==> src/sv/tc_pkg.sv <==
// tc_pkg: shared widths, types and limits for the tetrahedron circumcentre pipeline
// no dependencies; compile first
package tc_pkg;

    localparam int IN_W      = 24;
    localparam int OUT_W     = 48;
    localparam int QUO_W     = OUT_W;
    localparam int MUL_CHUNK = 24;

    typedef logic signed [IN_W-1:0]  coord_t;
    typedef logic signed [OUT_W-1:0] center_t;

    localparam logic [QUO_W-1:0] POS_LIM = {1'b0, {(QUO_W-1){1'b1}}};
    localparam logic [QUO_W-1:0] NEG_LIM = {1'b1, {(QUO_W-1){1'b0}}};

endpackage

==> src/sv/tc_mul.sv <==
// tc_mul: three-stage signed multiplier built from chunk partial products
// depends on tc_pkg (chunk width)
module tc_mul import tc_pkg::*;
#(
    parameter int A_W = 25,
    parameter int B_W = 25
)
(
    input  logic                        clk,
    input  logic                        en,
    input  logic signed [A_W-1:0]       a,
    input  logic signed [B_W-1:0]       b,
    output logic signed [A_W+B_W-1:0]   p
);

    localparam int NA  = (A_W + MUL_CHUNK - 1) / MUL_CHUNK;
    localparam int NB  = (B_W + MUL_CHUNK - 1) / MUL_CHUNK;
    localparam int EW  = (NA + NB) * MUL_CHUNK + 2;
    localparam int PPW = 2 * MUL_CHUNK + 2;

    logic signed [NA*MUL_CHUNK-1:0] a_ext;
    logic signed [NB*MUL_CHUNK-1:0] b_ext;
    logic signed [MUL_CHUNK:0]      a_part [NA];
    logic signed [MUL_CHUNK:0]      b_part [NB];
    logic signed [PPW-1:0]          pp_reg [NA][NB];
    logic signed [EW-1:0]           row_next [NA];
    logic signed [EW-1:0]           row_reg [NA];
    logic signed [EW-1:0]           sum_next;
    logic signed [EW-1:0]           p_reg;

    assign a_ext = (NA*MUL_CHUNK)'(a);
    assign b_ext = (NB*MUL_CHUNK)'(b);

    // low chunks unsigned, top chunk carries the sign
    always_comb
    begin
        for (int i = 0; i < NA; i++)
        begin
            if (i == NA - 1)
                a_part[i] = {a_ext[i*MUL_CHUNK+MUL_CHUNK-1], a_ext[i*MUL_CHUNK +: MUL_CHUNK]};
            else
                a_part[i] = {1'b0, a_ext[i*MUL_CHUNK +: MUL_CHUNK]};
        end
        for (int j = 0; j < NB; j++)
        begin
            if (j == NB - 1)
                b_part[j] = {b_ext[j*MUL_CHUNK+MUL_CHUNK-1], b_ext[j*MUL_CHUNK +: MUL_CHUNK]};
            else
                b_part[j] = {1'b0, b_ext[j*MUL_CHUNK +: MUL_CHUNK]};
        end
    end

    always_comb
    begin
        for (int i = 0; i < NA; i++)
        begin
            row_next[i] = '0;
            for (int j = 0; j < NB; j++)
                row_next[i] = row_next[i] + (EW'(pp_reg[i][j]) <<< (j * MUL_CHUNK));
        end
        sum_next = '0;
        for (int i = 0; i < NA; i++)
            sum_next = sum_next + (row_reg[i] <<< (i * MUL_CHUNK));
    end

    always_ff @(posedge clk)
    begin
        if (en)
        begin
            for (int i = 0; i < NA; i++)
            begin
                for (int j = 0; j < NB; j++)
                    pp_reg[i][j] <= a_part[i] * b_part[j];
                row_reg[i] <= row_next[i];
            end
            p_reg <= sum_next;
        end
    end

    assign p = p_reg[A_W+B_W-1:0];

endmodule

==> config.mk <==
export PLATFORM = sky130hd
export DESIGN_NAME = tc_mul
export DESIGN_NICKNAME = d
export VERILOG_FILES = /design/src/sv/tc_pkg.sv /design/src/sv/tc_mul.sv
export SDC_FILE = /design/constraint.sdc
export NUM_CORES = 2
export LEC_CHECK = 0
export BUFFER_PORTS_ARGS = -buffer_cell sky130_fd_sc_hd__buf_4
export CELL_PAD_IN_SITES_DETAIL_PLACEMENT = 0
export CELL_PAD_IN_SITES_GLOBAL_PLACEMENT = 1
export CORE_ASPECT_RATIO = 1.4
export CORE_MARGIN = 5
export CORE_UTILIZATION = 48
export DETAILED_ROUTE_END_ITERATION = 10
export GPL_ROUTABILITY_DRIVEN = 1
export PLACE_DENSITY_LB_ADDON = 0.25
export SETUP_SLACK_MARGIN = 0.02
export SYNTH_ARGS = -nofsm -noshare
export SYNTH_HDL_FRONTEND = slang
export SYNTH_SLANG_ARGS = --single-unit
==> constraint.sdc <==
create_clock -name clk -period 16.4 [get_ports clk]
set_input_delay 1.64 -clock clk [delete_from_list [all_inputs] [get_ports clk]]
set_output_delay 1.64 -clock clk [all_outputs]
set_load 0.05 [all_outputs]
==> flow_summary.ini <==
[status]
status = finished, final reports clean

[routing]
dr.pass1.iters = 5
route.met2.wl_mm = 38.5
drcViolationCount = 0
wl_met3_mm = 2.71
wl_per_cell_um = 19.3
vias = 19700
wl_mm = 72.0
highest_layer = met4
wl_met1_mm = 28.1
ant_nets = 0
dr.first_iter.drc_count = 1082
vias_per_cell = 5.28

[grt]
grt_util_all_layers = 0.223
grt_start_max_net_pins = 81
grt_pass1_wl_mm = 116
grt_pass1_vias = 21500
antenna_found_initial = 5
globalRouteOverflowTotal = 0

[worst_setup_path]
reg2reg_to = row_reg[0][46]
cp_max_fo = 29
critPathLaunchType = primary input
r2r_setup_slack_ps = 13270
r2r_cells = 12
worstPathArrival_ps = 8880
rr_startpoint = pp_reg[0][0]
cp-end-kind = register
critical_path_required_ps = 16680
crit_type = primary input to register

[place]
gp_congestion = 0.871
dp_hpwl_mm = 55.0
port_buffers = 101

[sta]
skew_ps = 32.6
tightest_slew_ps = 1010
report.final.slew_viol_count = 0
setup_tns_ps = 0
finalHoldViolCount = 0
period_needed_ps = 8590
finalSetupViolations = 0
max_freq_ghz = 0.116
max_slew_margin = 0.317
fin_crit_sh = 0.524
rsz0062_at_grt = no

[logic_synthesis]
ys_types = 70
syn_nets = 3685
syn_inst = 2923
syn_avg_cell_area_sq_um = 10.1
ys_warn_count = 0
synth_seq_cells = 228
synthArstFlopShare = 0
ys.flop_type = edfxtp_1
syn_area_sq_um = 29400
synth_edf_count = 228
ys_seq_area_frac = 0.233

[clocking]
cts_setup_buffers = 0
clock_latency_ps = 530
postCtsHoldBufs = 0
cts_tree = built
htree_levels = 1
cts-root-buf = clkbuf_16
cts_made_buffers = 20
clock-sinks = 228
clk_pin_slew_worst_paths_ps = 70
cts_resized = 0
cts_buffer_depth = 3

[floorplanning]
die_y_um = 303
fp.dieW_um = 219
core-area_sq_um = 60800
io_pins = 102
rows = 107
die_area_sq_um = 66300
initial_utilization = 0.483

[final_layout]
area_delta_synth_final_pct = 6.24
final_common_cell = inv_1
drive_gt1_frac = 0.0531
nNetsFinal = 3651
layout_common_cells = 563 x inv_1, 484 x fa_1, 338 x nand2_1
largest_reg_flops = 102

[min_path]
hold_path_class = register to register
min-delay-start = row_reg[0][23]
hold_depth = 0
min_to = p_reg[23]

[job]
max_cap_viol_count = 0
==> synth_stat cells, types with 3 or more instances <==
cell type / n / area [sq um]
or2_1: 3 / 18.8
o21a_1: 12 / 90.1
or2_2: 4 / 25.0
xnor2_1: 85 / 744
edfxtp_1: 228 / 6850
a221o_1: 4 / 40.0
a21oi_1: 88 / 440
o31a_1: 6 / 52.6
a2111oi_0: 3 / 26.3
buf_1: 6 / 22.5
nand3b_1: 7 / 52.6
nand2b_1: 13 / 81.3
o211ai_1: 10 / 75.1
o21ai_1: 3 / 15.0
nand2_1: 338 / 1270
and2_1: 320 / 2000
nor3_1: 25 / 125
and3_1: 27 / 169
ha_1: 226 / 2830
o31ai_1: 3 / 22.5
inv_1: 563 / 2110
a21o_1: 42 / 315
xor2_1: 32 / 280
nor2_1: 52 / 195
clkbuf_1: 150 / 563
o21ai_0: 39 / 195
nor4_1: 13 / 81.3
a31oi_1: 13 / 81.3
or3_1: 12 / 75.1
nand4_1: 15 / 93.8
nand3_1: 15 / 75.1
fa_1: 484 / 9690
a211oi_1: 6 / 45.0
a21boi_0: 5 / 37.5
o21bai_1: 11 / 82.6
nor2b_1: 13 / 81.3
==> worst max path at each step <==
stage	startpoint	to	slack [ps]	depth (start not counted)
2_1_floorplan	b[3]	pp_reg[0][97]	8130	27
3_5_place_dp	a[15]	pp_reg[0][95]	7260	25
6_report	a[15]	pp_reg[0][95]	7810	25
5_1_grt	a[13]	pp_reg[0][95]	7510	26
4_1_cts	a[15]	pp_reg[0][95]	7830	25
3_3_place_gp	a[13]	pp_reg[0][95]	7360	26
==> metrics by stage <==
step                      cell area [sq um]  hold slack, ps  worst slack, ps   util  instances
final                                 31200             404             7810  0.514       3721
after CTS                             31200             403             7830  0.514       3717
after detailed placement              30600             405             7260  0.503       3684
after global placement                30600             401             7360  0.503       3684
after global routing                  31200             411             7510  0.514       3721
after floorplan                       29400             400             8130      -       2923
==> cell type report <==
cell class,count,area [sq um]
Clock buffer,20,500
Timing Repair Buffer,103,781
Sequential cell,228,6850
Tap cell,817,1020
Inverter,563,2110
Fill cell,5567,29600
Clock inverter,13,131
Antenna cell,4,10.0
Multi-Input combinational cell,1973,19800
==> metal layers <==
layer  global-route usage  up-vias
li1                     -     9013
met1                0.271    10000
met2                0.417      477
met3               0.0204      142
met4               0.0721        0
met5                    0        -
==> cell families (layout without fill, tap and decap cells) <==
group / count (synthesis) / count (layout) / share of synthesized area
other: 1 / 5 / 0.000128
muxes: 1 / 1 / 0.000341
buffers and inverters: 722 / 699 / 0.0927
and+or+nand+nor: 875 / 875 / 0.153
AOI/OAI and AO/OA: 269 / 269 / 0.0597
DFF: 228 / 228 / 0.233
adders and majority gates: 710 / 710 / 0.426
xor gates and xnor gates: 117 / 117 / 0.0349
==> critical path, stage by stage <==
cell	delay, ps
buf_4	320
and2_1	210
fa_1	450
fa_1	550
inv_1	50
fa_1	530
inv_1	60
fa_1	500
inv_1	60
fa_1	540
inv_1	60
fa_1	530
inv_1	50
fa_1	530
inv_1	40
ha_1	380
nand2_1	120
nor3_1	190
o211ai_1	120
nand3_1	200
a21oi_1	100
o21ai_0	790
a2111oi_0	340
o31ai_1	350
xor2_1	100
Power is left out: the tool's default activity adds up to more than one toggle a clock period on the data nets, which glitch-free logic cannot reach.
